===== src/rtl/qte_pkg.sv =====
`default_nettype none
// ----------------------------------------------------------------------------
// qte_pkg
// Shared widths, constants and helper functions for the quaternion to
// Euler angle bin converter.
// ----------------------------------------------------------------------------
package qte_pkg;

    localparam int IN_WIDTH     = 16;
    localparam int NUM_BINS     = 18;
    localparam int BIN_W        = 5;

    localparam int Q14_W        = 16;
    localparam int PROD_W       = 32;
    localparam int COORD_W      = 37;
    localparam int T_W          = 30;
    localparam int RAD_W        = 57;
    localparam int ROOT_W       = 29;
    localparam int SQRT_STAGES  = 29;
    localparam int CORDIC_STEPS = 30;
    localparam int Z_W          = 34;
    localparam int ANG_W        = 33;
    localparam int CORDIC_LAT   = CORDIC_STEPS + 2;
    localparam int FRONT_LAT    = 3;
    localparam int PIPE_DEPTH   = FRONT_LAT + SQRT_STAGES + CORDIC_LAT;

    localparam logic signed [ANG_W-1:0] HALF_TURN    = ANG_W'(64'sd2147483648);
    localparam logic signed [ANG_W-1:0] QUARTER_TURN = ANG_W'(64'sd1073741824);

    localparam logic [30:0] ATAN_TBL [CORDIC_STEPS] = '{
        31'd536870912, 31'd316933406, 31'd167458907, 31'd85004756, 31'd42667331,
        31'd21354465, 31'd10679838, 31'd5340245, 31'd2670163, 31'd1335087,
        31'd667544, 31'd333772, 31'd166886, 31'd83443, 31'd41722,
        31'd20861, 31'd10430, 31'd5215, 31'd2608, 31'd1304,
        31'd652, 31'd326, 31'd163, 31'd81, 31'd41,
        31'd20, 31'd10, 31'd5, 31'd3, 31'd1
    };

    // Brings a raw input to Q1.14, flooring extra fraction bits.
    function automatic logic signed [Q14_W-1:0] to_q14(input logic signed [IN_WIDTH-1:0] v);
        logic signed [47:0] ext;
        logic signed [47:0] res;
        begin
            ext = 48'(v);
            if (IN_WIDTH >= Q14_W)
                res = ext >>> ((IN_WIDTH >= Q14_W) ? (IN_WIDTH - Q14_W) : 0);
            else
                res = ext <<< ((IN_WIDTH < Q14_W) ? (Q14_W - IN_WIDTH) : 0);
            return res[Q14_W-1:0];
        end
    endfunction

    // Bin over the full turn: ((a + 2^31) * NUM_BINS) >> 32.
    function automatic logic [BIN_W-1:0] full_bin(input logic signed [ANG_W-1:0] a);
        logic [ANG_W:0] s;
        logic [47:0]    p;
        begin
            s = (ANG_W+1)'(a) + (ANG_W+1)'(HALF_TURN);
            p = 48'(s[ANG_W-1:0]) * 48'(NUM_BINS);
            return p[32 +: BIN_W];
        end
    endfunction

    // Bin over the half turn: ((a + 2^30) * NUM_BINS) >> 31.
    function automatic logic [BIN_W-1:0] half_bin(input logic signed [ANG_W-1:0] a);
        logic [ANG_W:0] s;
        logic [47:0]    p;
        begin
            s = (ANG_W+1)'(a) + (ANG_W+1)'(QUARTER_TURN);
            p = 48'(s[ANG_W-1:0]) * 48'(NUM_BINS);
            return p[31 +: BIN_W];
        end
    endfunction

endpackage
`default_nettype wire


===== src/rtl/qte_isqrt.sv =====
`default_nettype none
// ----------------------------------------------------------------------------
// qte_isqrt
// Floor integer square root, one result bit per register stage. The asin
// argument rides along so that it leaves together with its root.
// ----------------------------------------------------------------------------
module qte_isqrt
(
    input  wire logic                                clk,
    input  wire logic                                en,
    input  wire logic [qte_pkg::RAD_W-1:0]           rad_in,
    input  wire logic signed [qte_pkg::T_W-1:0]      t_in,
    output logic [qte_pkg::ROOT_W-1:0]               root_out,
    output logic signed [qte_pkg::T_W-1:0]           t_out
);

    localparam int N  = qte_pkg::SQRT_STAGES;
    localparam int RW = qte_pkg::RAD_W + 1;

    logic [RW-1:0]                  v_reg [1:N];
    logic [RW-1:0]                  r_reg [1:N];
    logic signed [qte_pkg::T_W-1:0] t_reg [1:N];

    for (genvar i = 0; i < N; i++)
    begin : g_step
        localparam logic [RW-1:0] BIT = RW'(1) << (2 * (N - 1 - i));
        logic [RW-1:0]                  v_cur, r_cur;
        logic signed [qte_pkg::T_W-1:0] t_cur;
        logic [RW-1:0]                  trial;
        logic [RW-1:0]                  v_next, r_next;

        // The first stage works on the radicand as it arrives.
        if (i == 0)
        begin : g_first
            assign v_cur = RW'(rad_in);
            assign r_cur = '0;
            assign t_cur = t_in;
        end
        else
        begin : g_rest
            assign v_cur = v_reg[i];
            assign r_cur = r_reg[i];
            assign t_cur = t_reg[i];
        end

        always_comb
        begin
            trial = r_cur + BIT;
            if (v_cur >= trial)
            begin
                v_next = v_cur - trial;
                r_next = (r_cur >> 1) + BIT;
            end
            else
            begin
                v_next = v_cur;
                r_next = r_cur >> 1;
            end
        end

        always_ff @(posedge clk)
        begin
            if (en)
            begin
                v_reg[i+1] <= v_next;
                r_reg[i+1] <= r_next;
                t_reg[i+1] <= t_cur;
            end
        end
    end

    assign root_out = r_reg[N][qte_pkg::ROOT_W-1:0];
    assign t_out    = t_reg[N];

endmodule
`default_nettype wire


===== config.mk =====
export PLATFORM = sky130hd
export DESIGN_NAME = qte_isqrt
export DESIGN_NICKNAME = d
export VERILOG_FILES = /design/src/rtl/qte_pkg.sv /design/src/rtl/qte_isqrt.sv
export SDC_FILE = /design/constraint.sdc
export NUM_CORES = 2
export LEC_CHECK = 0
export BUFFER_PORTS_ARGS = -buffer_cell sky130_fd_sc_hd__buf_4
export CAP_MARGIN = 20
export CELL_PAD_IN_SITES_DETAIL_PLACEMENT = 1
export CELL_PAD_IN_SITES_GLOBAL_PLACEMENT = 2
export CORE_MARGIN = 2
export CORE_UTILIZATION = 50
export DETAILED_ROUTE_END_ITERATION = 8
export GPL_ROUTABILITY_DRIVEN = 0
export HOLD_SLACK_MARGIN = 0.08
export PLACE_DENSITY = 0.83
export RECOVER_POWER = 100
export SLEW_MARGIN = 40
export SYNTH_ARGS = -nofsm -noshare
export SYNTH_HDL_FRONTEND = slang
export SYNTH_MEMORY_MAX_BITS = 65536
export SYNTH_SLANG_ARGS = --single-unit

===== constraint.sdc =====
create_clock -name clk -period 5.3 [get_ports clk]
set_input_delay 0 -clock clk [delete_from_list [all_inputs] [get_ports clk]]
set_output_delay 0 -clock clk [all_outputs]
set_load 0.02 [all_outputs]

==> results by group <==
Global routing
  • Congestion Overflow GR: 0
  • Largest net degree at the start of global routing: 174
  • GRT Overall Usage: 0.2436
  • Antenna violations before repair: 13
  • Vias in the first global route: 76930
  • First-pass GRT wire length: 474900 um

Worst setup path
  • Worst path arrival time: 5280 ps
  • Crit-path max cell delay: 1370 ps
  • Critical-path cell list: ha_1, nor4bb_1, nand4_1, nor4_1, nor3_1, o2111a_1, nor2_1, clkbuf_1, nand3_1, xnor2_1
  • CP Launch Type: flop
  • Crit-path slowest cell: clkbuf_1
  • Worst endpoint required time: 5980 ps
  • Max FO, Critical Path: 35
  • Crit path max-delay family: simple AND/OR/NAND/NOR gates
  • Critical path type: reg2reg
  • Setup crit end kind: flop
  • CP bufs+invs: 1

Power and ir drop
  • Pleak: 51.85 nW
  • Max rail drop VDD: 337.2 uV
  • PwrDens: 439.1 nW/um^2

Timing
  • # setup viols final: 0
  • Worst hold slack: 294.9 ps
  • Final slew viol count: 176
  • Tmin final: 4598 ps
  • RSZ-0062 raised after global routing: no
  • Max Fclk: 217.5 MHz
  • Slew HR: -1.762
  • Fin crit share: 0.8676
  • Worst-Margin Slew: 4144 ps
  • Layout Skew: 93.60 ps
  • Final setup TNS: 0 ps
  • Final WS setup: 701.8 ps
  • Final hold viol count: 0

Hold path
  • Worst hold path type: in2reg

Drt
  • First-pass iteration count of the detailed router: 6
  • Post-route antenna net violation count: 0
  • DRT iter0 DRCs: 5984
  • Via density: 5.743
  • Drt total wl: 314600 um
  • DRC: 0
  • Via count: 74400
  • WL per Instance: 24.28 um

Yosys
  • Most common cell in the netlist: edfxtp_1
  • Sequential fraction of the synthesis area: 0.7027
  • Synth top area share: 0.7027
  • Avg Inst Size Synth: 14.21 sq um
  • Unique masters post-synth: 98
  • Synth area leaders: edfxtp_1 (70%), ha_1 (4.6%), xnor2_1 (2.5%)
  • Area leader, netlist: edfxtp_1
  • Synth Cell Area: 125200 sq um
  • Leading cell types by count after synthesis: edfxtp_1 (2929), inv_1 (589), nand2_1 (580), nor2_1 (507), a21oi_1 (497)
  • FF+latch count, synth: 2929
  • Cells after Synth: 8811
  • Ys Warns: 0
  • Ys async rst share: 0
  • Synth Flop Type: edfxtp_1
  • EDFF count, synth: 2929

Clocking
  • Hold Buf Count CTS: 175
  • Skew-Pair Late Insertion Delay: 970 ps
  • H-tree levels: 5
  • Postcts setup bufs: 0
  • Clock sinks: 2929
  • TritonCTS clock tree: yes
  • CTS Buf Count: 319
  • Bufs on Longest Clock Path: 4
  • CTS clk-pin slew, worst paths: 60 ps
  • CTS resizes: 0
  • Clock root buffer: clkbuf_16

Die
  • Core box area: 248900 sq um
  • Die height: 504.3 um
  • Initial Util: 0.5029
  • Full die area: 254400 sq um
  • Die X-Extent: 504.3 um
  • I/O pin cnt: 148
  • FP Rows: 183

Run
  • Number of max-cap violations: 6

Final layout
  • Register area: 87950 sq um
  • Fillcell total: 23780
  • Nets: 9932
  • Share of cells above drive strength 1: 0.07228
  • Max reg flops: 1624
  • Area occupied by multi-input gates: 34320 sq um
  • Area Growth Syn to Fin: 13.66%

Placed design
  • Setup WS pre-CTS: 1273 ps
  • # port buffers: 147
  • Post-DP HPWL: 219000 um

Status
  • Violated checks: max-capacitance violations, max-slew violations
  • Status: finished, violations left
-- placed cells by master (no fill, tap or decap), types with 322 or more instances in the layout --
cell	count
nor2_1	507
xor2_1	352
inv_1	589
xnor2_1	355
clkbuf_16	322
edfxtp_1	2929
o21ai_0	405
ha_1	460
nand2_1	581
a21oi_1	497
-- cells by family after synthesis --
| group | count (synthesis) | share of synthesized area |
|---|---|---|
| compound gates | 1502 | 0.07388 |
| flops | 2929 | 0.7027 |
| other cells | 1 | 0.00002996 |
| buf+inv | 743 | 0.02278 |
| simple gates | 2398 | 0.09875 |
| fa+ha+maj | 460 | 0.04598 |
| mux | 71 | 0.006417 |
| xor+xnor | 707 | 0.04947 |
-- per-stage QoR --
step           area, sq um  std cells  total power, W    util
2_1_floorplan       125200       8812         0.03686       -
3_3_place_gp        130600      12200         0.04033  0.5246
3_5_place_dp        130800      12210         0.04074  0.5255
4_1_cts             142700      12940         0.06267  0.5733
5_1_grt             142300      12950         0.06490  0.5715
6_report            142300      12960         0.06247  0.5716
-- power by group --
part           total (W)  internal, W  switching (W)
clock network     0.0219       0.0129        0.00899
registers         0.0307       0.0286        0.00207
logic            0.00990      0.00387        0.00603
total             0.0625       0.0454         0.0171
-- area by class of cell --
type,count,share of cell area
repair buffers,403,0.02415
diodes,9,0.0001583
clock inverters,187,0.01352
multi-input cells,5140,0.2412
clock buffers,367,0.05783
flip-flops and latches,2929,0.6183
inverters,590,0.01557
well taps,3330,0.02929
-- worst paths after layout --
check | from | end | slack, ps | depth (start not counted)
max | v_reg[1][434] | v_reg[2][47] | 700 | 10
min | rad_in[4] | v_reg[0][62] | 290 | 3
max reg2reg | v_reg[1][434] | v_reg[2][47] | 700 | 10
min reg2reg | t_reg[0][75] | t_reg[0][105] | 360 | 0
-- layer usage --
metal  part of all wire  up-vias  track usage
met4              0.036        4      0.08417
li1                   -    34320            -
met2               0.46     2295       0.3902
met5           0.000089        -            0
met1               0.43    37160       0.3347
met3              0.068      623      0.04584
-- worst register-to-register path, cell delays in order (launching register included) --
cell      delay, ps
edfxtp_1        400
ha_1            380
nor4bb_1        290
nand4_1         290
nor4_1          490
nor3_1          140
o2111a_1        170
nor2_1          190
clkbuf_1       1370
nand3_1         240
xnor2_1         370
Power figures use the tool's default switching activity.
